`config.mk`:
```
export PLATFORM = sky130hd
export DESIGN_NAME = tsi_front
export DESIGN_NICKNAME = d
export VERILOG_FILES = /design/src/hw/rtl/tsi_pkg.sv /design/src/hw/rtl/tsi_front.sv
export SDC_FILE = /design/constraint.sdc
export NUM_CORES = 1
export LEC_CHECK = 0
export ABC_AREA = 1
export BUFFER_PORTS_ARGS = -buffer_cell sky130_fd_sc_hd__buf_4
export CAP_MARGIN = 30
export CORE_MARGIN = 3
export CORE_UTILIZATION = 47
export CTS_BUF_LIST = sky130_fd_sc_hd__clkbuf_4 sky130_fd_sc_hd__clkbuf_8 sky130_fd_sc_hd__clkbuf_16
export DETAILED_ROUTE_END_ITERATION = 6
export PLACE_DENSITY_LB_ADDON = 0.1
export SYNTH_ARGS = -nofsm -noshare
export SYNTH_HDL_FRONTEND = slang
export SYNTH_SLANG_ARGS = --single-unit
```
`constraint.sdc`:
```
create_clock -name clk_i -period 6.25 [get_ports clk_i]
set_clock_uncertainty 0.1 [all_clocks]
set_input_delay 1.25 -clock clk_i [delete_from_list [all_inputs] [get_ports clk_i]]
set_output_delay 1.25 -clock clk_i [all_outputs]
set_load 0.005 [all_outputs]
```
`src/hw/rtl/tsi_pkg.sv`:
```
// Shared types and constants for the timestamped sample interpolator.
// No dependencies.
package tsi_pkg;

  localparam logic CmdPush    = 1'b0;
  localparam logic CmdAdvance = 1'b1;

  localparam logic [1:0] RegDelay    = 2'd0;
  localparam logic [1:0] RegCapacity = 2'd1;
  localparam logic [1:0] RegTickRate = 2'd2;

  localparam logic [31:0] DelayReset    = 32'd3;
  localparam logic [6:0]  CapacityReset = 7'd64;
  localparam logic [9:0]  TickRateReset = 10'd30;

  // one queued item between front and back
  typedef struct packed {
    logic        cmd;
    logic [31:0] point_tick;
    logic [31:0] pos_x;
    logic [31:0] pos_y;
    logic [31:0] elapsed;
  } item_t;

  typedef struct packed {
    logic               valid_res;
    logic signed [47:0] out_x;
    logic signed [47:0] out_y;
    logic               push_accepted;
    logic [6:0]         point_count;
  } result_t;

endpackage

```
`src/hw/rtl/tsi_front.sv`:
```
// Front part: two-entry queue that takes items and holds them for the back part.
// Depends on tsi_pkg.
module tsi_front (
  input  logic           clk_i,
  input  logic           rst_ni,
  input  logic           in_valid_i,
  output logic           in_ready_o,
  input  tsi_pkg::item_t in_item_i,
  output logic           q_valid_o,
  input  logic           q_ready_i,
  output tsi_pkg::item_t q_item_o
);

  tsi_pkg::item_t slot_q [2];
  logic       wr_q, rd_q;
  logic [1:0] cnt_q;
  logic       push, pop;

  assign in_ready_o = (cnt_q != 2'd2);
  assign q_valid_o  = (cnt_q != 2'd0);
  assign q_item_o   = slot_q[rd_q];
  assign push = in_valid_i && in_ready_o;
  assign pop  = q_valid_o && q_ready_i;

  always_ff @(posedge clk_i) begin
    if (push) slot_q[wr_q] <= in_item_i;
  end

  always_ff @(posedge clk_i or negedge rst_ni) begin
    if (!rst_ni) begin
      wr_q  <= 1'b0;
      rd_q  <= 1'b0;
      cnt_q <= 2'd0;
    end else begin
      if (push) wr_q <= ~wr_q;
      if (pop) rd_q <= ~rd_q;
      cnt_q <= cnt_q + {1'b0, push} - {1'b0, pop};
    end
  end

endmodule

```
After elaboration in Yosys (flattened, before gate mapping)
Memory sizes are Yosys's and may differ from the RTL's.
Cells that the tools add are included.

storage, ports and cells
  bits in writable memories = 258
  output and inout port bits = 131
  bits of input ports = 133
  memories = 1
  word-level logic and storage cells = 14
  register bits after elaboration = 4

operators by class
  add/subtract/negate cells = 2
  reduce and logical (&&, ||, !) cells = 3
  mux-type cells = 2
  equality and inequality tests = 1
  bitwise gates (word level) = 2

memories
  name    depth  bits a word  read ports  clocked after memory_dff  wr ports  RTL line         text
  slot_q  2      129          1           0                         1         tsi_front.sv:14  tsi_pkg::item_t slot_q [2];

operators by type and width
  operator                                       count
  adder 2 x 1 -> 2 bit                           1
  logical AND 1 bit                              2
  two-way mux 1 bit                              2
  inequality test 2 bit (second input constant)  1
  inverter 1 bit                                 2
  nonzero test 2 bit                             1
  subtractor 2 x 1 -> 2 bit                      1

Logic depth before layout (Yosys ltp)
Gate-level depths: netlist of the first run.

  word-level depth = 4
  mapped depth = 10
  depth with buffers taken out = 10

Least setup slack after synthesis of the first run
Ideal clock, no wire load.

  path type = input to register
  start point = input in_valid_i
  end point = memory slot_q[1][0] in the netlist's numbering (enable)
  stages = 2
  setup time = 0.618 ns
  data required time = 5.532 ns
  arrival time = 6.694 ns
  setup slack = -1.162 ns
  buffers on the path = 0
  cells stage by stage = nand2_1 > nor2_1

on the way
  longest elaborated chain between the ends = 3

ends and longest elaborated chain
  element                                  RTL line         text
  start: declaration                       tsi_front.sv:6   input logic in_valid_i,
  logical AND 1 bit                        tsi_front.sv:22  assign push = in_valid_i && in_ready_o;
  two-way mux 1 bit                        tsi_front.sv:26  if (push) slot_q[wr_q] <= in_item_i;
  two-way mux 1 bit (not written as such)  tsi_front.sv:26
  end: declaration                         tsi_front.sv:14

No other way between the ends.

==> summary.md, run 1 <==
| Metric | Value |
|---|---|
| Critical-path maximum fanout | 82 |
| Post-Syn Nets | 841 |
| R2r startpoint | rd_q$_DFFE_PN0P_ |
| Clk sinks | 262 |
| Max-cap viol count | 0 |
| # port buffers | 263 |
| Critical path buffers and inverters | 3 |
| DRT iter0 DRCs | 368 |
| Initial Util | 0.487 |
| Setup crit start | rd_q$_DFFE_PN0P_ |
| Mapped Cells | slightly above 700 |
| Routed wire length | between 15 and 20 mm |
| Clock Tree Buf Depth | 3 |
| Commonest non-fill, non-tap cells in the layout | nand2_1 (400), buf_4 (269), edfxtp_1 (258) |
| Total of warnings raised by yosys | 0 |
| Actual slew at the worst max-slew pin | 0.954 ns |
| Static leakage | 5.46 nW |
| Total global-route track usage | 0.169 |
| DRT Pass-1 Iters | 6 |
| CTS tree | yes |
| Sequential area share after synthesis | 0.814 |
| Skew-Pair Late Insertion Delay | ~0.5 ns |
| Synth-to-Final Area Change | 32.4% |
| Pwr dens | 473 nW/um^2 |
| Initial antenna violation count | 1 |
| Hold Startpoint | wr_q$_DFFE_PN0N_ |
| Tcrit/Tclk final | 0.678 |
| Kind of critical path | reg2out |
| RSZ-0062 raised after global routing | no |
| Syn Std Cell Area | 9640 um^2 |
| Worst-path cell chain | inv_4 > buf_4 > nand2_1 > nand2_1 > buf_4 |
| Antenna violation net count after detailed routing | 0 |
| Global-route wire length before repair | 29.2 mm |
| Post_cts resized | 0 |
| Vias | about 5.9k |
| Chip Height | ~150 um |
| Hold crit path type | reg2reg |
| Crit start category | flip-flop |
| Die width | about 150 um |
| I/O pin cnt | 264 |
| DRC viols | 0 |
| Worst IR Drop VDD | about 0.30 mV |
| Final worst slack | 2.01 ns |
| CTS Buf Count | 27 |
| DR WL/cell | 15.6 um |
| Cell variety after synth | 12 |
| Fmax | 236 MHz |
| Setup TNS Final | 0 ns |
| Crit path DAT | ~2.9 ns |
| Crit path required time | 4.90 ns |
| Headroom to the max-slew limit | 0.364 |
| Critical path's top delay family | buffers and inverters |
| Share of cells above drive strength 1 | 0.320 |
| Status | complete, no violations |
| Fill cells | 1472 |
| Critical Path Slowest Stage Cell | dfrtp_4 |
| Nets | 1110 |
| Vias/cell | between 4 and 5 |
| Clk root buf | clkbuf_16 |
| Clock Pin Slew Worst Setup and Hold Paths | 0.06 ns |
| Die footprint | 22300 um^2 |
| Crit-path max cell delay | between 0.7 and 0.8 ns |
| Grt total ovfl | 0 |
| Final Hold Viols | 0 |
| Commonest non-fill, non-tap cell in the layout | nand2_1 |
| Period minus WS final | 4.24 ns |
| Avg Cell Area, Syn | 13.7 um^2 |
| Max Slew Vio Count | 0 |
| Core area | 19800 um^2 |
| Register bit count reported by yosys | 262 |
| DP Worst Slack | 2.42 ns |
| Final setup fails | 0 |
| # H-tree levels | 1 |
| Post-DP HPWL | 12.3 mm |
| Worst setup EP type | output port |
| # rows | 51 |
| Vias in the first global route | between 5k and 6k |
| N_diodes | 0 |
| Routability cong. | 0.741 |
| Post-CTS setup buffer count | 0 |
| Hold_buf cts | 0 |
| Largest net degree at the start of global routing | slightly above 80 |
==> cell type report <==
type / instances / area (um^2) / area share
repair buffers: 269 / 2020 / 0.158
inverters: 9 / 38.8 / 0.00304
clock buffers: 28 / 683 / 0.0535
well taps: 265 / 332 / 0.0260
flip-flops and latches: 262 / 7850 / 0.615
clock inverters: 21 / 284 / 0.0223
multi-input cells: 406 / 1550 / 0.122
==> worst reg2reg max path, delay by kind of cell (launching register included) <==
kind / cells / cell delay, ns
buffers and inverters: 2 / 1.30
flip-flops: 1 / 0.73
AND/OR/NAND/NOR: 2 / 0.23
==> stage by stage <==
step	cells	cell area, um^2	power (W)	util	hold WS, ns
floorplan	706	9640	0.00348	-	0.342
global placement	1211	11800	0.00440	0.596	0.371
detailed placement	1211	11800	0.00442	0.596	0.363
CTS	1260	12800	0.00614	0.645	0.378
global route	1260	12800	0.00641	0.645	0.390
finish	1260	12800	0.00604	0.645	0.379
==> cell usage after synthesis, drive strengths merged <==
master  number  share of area
nand2      400           0.16
edfxtp     258           0.80
buf         28          0.022
inv          9         0.0035
dfrtp        4          0.010
nand3        3         0.0016
ha           2         0.0026
clkbuf       1        0.00039
nor2         1        0.00039
==> cells by family (layout without fill, tap and decap cells) <==
kind of cell               Yosys count  count (layout)  share of synthesized area
adders and majority gates            2               2                    0.00259
buffers and inverters               38             327                     0.0258
DFF                                262             262                      0.814
and+or+nand+nor                    404             404                      0.158
==> power breakdown <==
| part | internal [W] | leakage (nW) | switching, W |
|---|---|---|---|
| clock network | 0.00108 | 0.474 | 0.000627 |
| logic | 0.000785 | 2.54 | 0.00101 |
| registers | 0.00240 | 2.45 | 0.000137 |
==> final timing paths <==
path | to | slack (ns) | depth (start not counted)
setup / recovery | q_item_o[13] | 2.01 | 5
hold / removal | wr_q$_DFFE_PN0N_ | 0.38 | 2
setup reg to reg | rd_q$_DFFE_PN0P_ | 3.84 | 4
hold reg to reg | wr_q$_DFFE_PN0N_ | 0.38 | 2
max in group asynchronous | rd_q$_DFFE_PN0P_ | 5.52 | 1
min in group asynchronous | rd_q$_DFFE_PN0P_ | 0.42 | 1
==> registers in the layout, summed over array words and instances, names as in the netlist <==
signal	cells
slot_q	258
wr_q	1
cnt_q	2
rd_q	1
==> metal layers <==
layer	GRT usage	vias to the layer above	share of wire
met5	0	-	0.0010
met4	0.0503	2	0.027
met3	0.0744	41	0.11
met2	0.274	213	0.49
met1	0.207	2708	0.37
li1	-	2910	-
No activity file was read; power rests on OpenSTA's default activity.
==> inputs of run 2 (changes only) <==
--- a/config.mk
+++ b/config.mk
@@ -5,11 +5,11 @@
 export SDC_FILE = /design/constraint.sdc
 export NUM_CORES = 1
 export LEC_CHECK = 0
-export ABC_AREA = 1
+export ABC_AREA = 0
 export BUFFER_PORTS_ARGS = -buffer_cell sky130_fd_sc_hd__buf_4
 export CAP_MARGIN = 30
 export CORE_MARGIN = 3
-export CORE_UTILIZATION = 47
+export CORE_UTILIZATION = 52
 export CTS_BUF_LIST = sky130_fd_sc_hd__clkbuf_4 sky130_fd_sc_hd__clkbuf_8 sky130_fd_sc_hd__clkbuf_16
 export DETAILED_ROUTE_END_ITERATION = 6
 export PLACE_DENSITY_LB_ADDON = 0.1
==> constraint.sdc (replaced) <==
create_clock -name clk_i -period 3.93 [get_ports clk_i]
set_clock_uncertainty 0.1 [all_clocks]
set_input_delay 0.786 -clock clk_i [delete_from_list [all_inputs] [get_ports clk_i]]
set_output_delay 0.786 -clock clk_i [all_outputs]
set_load 0.005 [all_outputs]
==> run 2 against run 1 <==
  * Synthesized area shrank 1.1%
  * Final area shrank 1.3%
  * Non-clock buffer count grew 2
  * Die area shrank 10%
  * Setup slack lost 1.3 ns
  * Combinational power grew 50%
  * Sequential share of layout area grew 0.83 points
  * Critical endpoint is now q_item_o[42]
  * Largest power group unchanged
  * Highest routed layer is now met4
==> summary.md, run 2 <==
| Metric | Value |
|---|---|
| Ys async rst share | 0.0153 (unchanged) |
| Crit start category | flip-flop (unchanged) |
| Initial antenna violation count | 0 (was 1) |
| Hold crit path type | in2reg (was reg2reg) |
| Setup TNS Final | 0 ns (unchanged) |
| Post_cts resized | 0 (unchanged) |
| Fill cells | 1118 (was 1472) |
| Vias in the first global route | 5268 (was 5599) |
| Synth-to-Final Area Change | 32.1% (was 32.4%) |
| CTS Buf Count | 27 (unchanged) |
| Clk root buf | clkbuf_16 (unchanged) |
| Most frequent cell after synthesis | edfxtp_1 (was nand2_1) |
| Die width | 141 um (was 149 um) |
| Commonest non-fill, non-tap cells in the layout | buf_4 (264), edfxtp_1 (258), mux2_2 (129) (was nand2_1 (400), buf_4 (269), edfxtp_1 (258)) |
| Headroom to the max-slew limit | 0.361 (was 0.364) |
| Nets | 839 (was 1110) |
| Routed wire length | 19.4 mm (was 19.6 mm) |
| Clk sinks | 262 (unchanged) |
| Actual slew at the worst max-slew pin | 0.957 ns (was 0.954 ns) |
| Die footprint | 20000 um^2 (was 22300 um^2) |
| Crit-path max cell delay | 0.94 ns (was 0.73 ns) |
| DRT iter0 DRCs | 203 (was 368) |
| Total global-route track usage | 0.186 (was 0.169) |
| # port buffers | 263 (unchanged) |
| CTS tree | yes (unchanged) |
| Finished Cell Area | 12600 um^2 (was 12800 um^2) |
| Max reg flops | 258 (unchanged) |
| Avg Cell Area, Syn | 22.8 um^2 (was 13.7 um^2) |
| Grt total ovfl | 0 (unchanged) |
| Worst setup EP type | output port (unchanged) |
| Global-route wire length before repair | 28.8 mm (was 29.2 mm) |
| Tcrit/Tclk final | 0.820 |
| Routability cong. | 0.759 (was 0.741) |
| Top cells by area, synth | edfxtp_1 (81%), mux2_2 (15%), buf_6 (1.2%) (was edfxtp_1 (80%), nand2_1 (16%), buf_6 (1.3%)) |
| Pwr dens | 716 nW/um^2 (was 473 nW/um^2) |
| Commonest cells in the synthesized netlist | edfxtp_1 (258), mux2_2 (129), buf_6 (10), dfrtp_1 (4) (was nand2_1 (400), edfxtp_1 (258), buf_2 (16), buf_6 (11), inv_1 (8)) |
| Skew-Pair Late Insertion Delay | 0.50 ns (about the same) |
| Fmax | 310 MHz |
| RSZ-0062 raised after global routing | no (unchanged) |
| Busiest grt layer | met2 (unchanged) |
| DRT Pass-1 Iters | 4 (was 6) |
| Met3 usage | 0.0543 (was 0.0744) |
| Hold path cells | 1 (was 2) |
| Cell variety after synth | 16 (was 12) |
| N_diodes | 0 (unchanged) |
| Total of warnings raised by yosys | 0 (unchanged) |
| Register bit count reported by yosys | 262 (unchanged) |
| Post-DP HPWL | 13.0 mm (was 12.3 mm) |
| Critical path buffers and inverters | 2 (was 3) |
| Period minus WS final | 3.22 ns |
| DR WL/cell | 20.4 um (was 15.6 um) |
| Syn Std Cell Area | 9530 um^2 (was 9640 um^2) |
| Max Slew Vio Count | 0 (unchanged) |
| Final setup fails | 0 (unchanged) |
| Largest net degree at the start of global routing | 69 (was 83) |
| Crit path required time | 3.04 ns (was 4.90 ns) |
| # rows | 48 (was 51) |
| Critical Path Slowest Stage Cell | dfrtp_4 (unchanged) |
| Met1 usage in global routing | 0.233 (was 0.207) |
| Initial Util | 0.542 (was 0.487) |
| Antenna violation net count after detailed routing | 0 (unchanged) |
| Sequential area share after synthesis | 0.823 (was 0.814) |
| Vias/cell | 5.12 (was 4.66) |
| Largest Register | slot_q (unchanged) |
| Hold WS | 0.356 ns (was 0.379 ns) |
| Chip Height | 141 um (was 149 um) |
| Crit path DAT | 2.34 ns (was 2.89 ns) |
| Final worst slack | 0.708 ns (was 2.01 ns) |
| Status | complete, no violations (unchanged) |
| Critical path's top delay family | flip-flops (was buffers and inverters) |
| Reg2reg path depth | 4 (unchanged) |
| Area leader, netlist | edfxtp_1 (unchanged) |
| Share of cells above drive strength 1 | 0.609 (was 0.320) |
| Post-synth top area share | 0.813 (was 0.804) |
| Worst-path cell chain | buf_12 > mux2_2 > buf_4 (was inv_4 > buf_4 > nand2_1 > nand2_1 > buf_4) |
| Commonest non-fill, non-tap cell in the layout | buf_4 (was nand2_1) |
| Worst IR Drop VDD | 0.427 mV (was 0.295 mV) |
| Critical-path maximum fanout | 52 (was 82) |
| Finished Core Util | 0.716 (was 0.645) |
| Core area | 17600 um^2 (was 19800 um^2) |
| # H-tree levels | 1 (unchanged) |
| Clock Pin Slew Worst Setup and Hold Paths | 0.06 ns (about the same) |
| I/O pin cnt | 264 (unchanged) |
| Number of flops mapped to enable cells by yosys | 258 (unchanged) |
| Static leakage | 4.72 nW (was 5.46 nW) |
| GR met2 Demand/Resource | 0.319 (was 0.274) |
| Mapped Cells | 418 (was 706) |
| Ys flop type | edfxtp_1 (unchanged) |
| Max-cap viol count | 0 (unchanged) |
| Post-Syn Nets | 553 (was 841) |
| Kind of critical path | reg2out (unchanged) |
| Vias | 4859 (was 5874) |
| DP Worst Slack | 1.21 ns (was 2.42 ns) |
| Post-CTS setup buffer count | 0 (unchanged) |
| Cell Area, Placed | 11800 um^2 (about the same) |
| Clock Tree Buf Depth | 3 (unchanged) |
| Final Hold Viols | 0 (unchanged) |
| Critical path depth | 3 (was 5) |
| DRC viols | 0 (unchanged) |
| Regs by FF count | slot_q: 258 flops, cnt_q: 2 flops (unchanged) |
==> run 2: cell types whose count changed after synthesis, sizes merged, moves of 3 or more <==
cell / delta
xnor2: +3
nand3: -3
buf: -14
nand2: -399
inv: -8
mux2: +129
==> run 2: final cells by class <==
| cell class | count | area (um^2) | share of cell area |
|---|---|---|---|
| sequential | 262 | 7850 | 0.624 |
| timing repair buffer | 271 | 2110 | 0.168 |
| multi-input combinational | 141 | 1560 | 0.124 |
| clock buffer | 31 | 706 | 0.0560 |
| tap | 225 | 282 | 0.0224 |
| clock inverter | 18 | 80.1 | 0.00636 |
| inverter | 1 | 3.75 | 0.000298 |
==> run 2: per-layer routing <==
layer | routed length [um] | vias up
met4 | 443 | 0
li1 | - | 2238
met3 | 1550 | 37
met5 | 0 | -
met2 | 9910 | 183
met1 | 7470 | 2401
==> run 2: cells by family after synthesis <==
family,synth area share
mux,0.152
xor+xnor,0.00368
simple gates,0.00341
flops,0.823
fa+ha+maj,0.00262
buf+inv,0.0146
==> run 2: stage by stage <==
step,power (W),std cells
after floorplan,0.00548,418
after global placement,0.00679,899
after detailed placement,0.00687,899
after CTS,0.00915,949
after global routing,0.00947,949
final,0.00902,949
==> run 2: power breakdown <==
| group | internal (W) | switching, W | total [W] |
|---|---|---|---|
| logic | 0.00154 | 0.00116 | 0.00270 |
| clock network | 0.00128 | 0.000968 | 0.00224 |
| registers | 0.00382 | 0.000259 | 0.00408 |
| total | 0.00663 | 0.00239 | 0.00902 |
==> run 2: worst paths after layout <==
kind | slack (ns) | end | from
max in group asynchronous | 3.07 | rd_q$_DFFE_PN0P_ | rst_ni
min reg2reg | 0.45 | cnt_q[0]$_DFF_PN0_ | cnt_q[0]$_DFF_PN0_
min | 0.36 | slot_q[0][8]$_DFFE_PP_ | in_item_i[8]
max reg2reg | 1.64 | slot_q[0][7]$_DFFE_PP_ | cnt_q[0]$_DFF_PN0_
max | 0.71 | q_item_o[42] | rd_q$_DFFE_PN0P_
min in group asynchronous | 0.55 | rd_q$_DFFE_PN0P_ | rst_ni
==> run 2: timing repair <==
item                                   in CTS  in global routing
setup endpoints to repair                   0                  0
hold buffers                                1                  0
endpoints found under the hold margin       4                  0
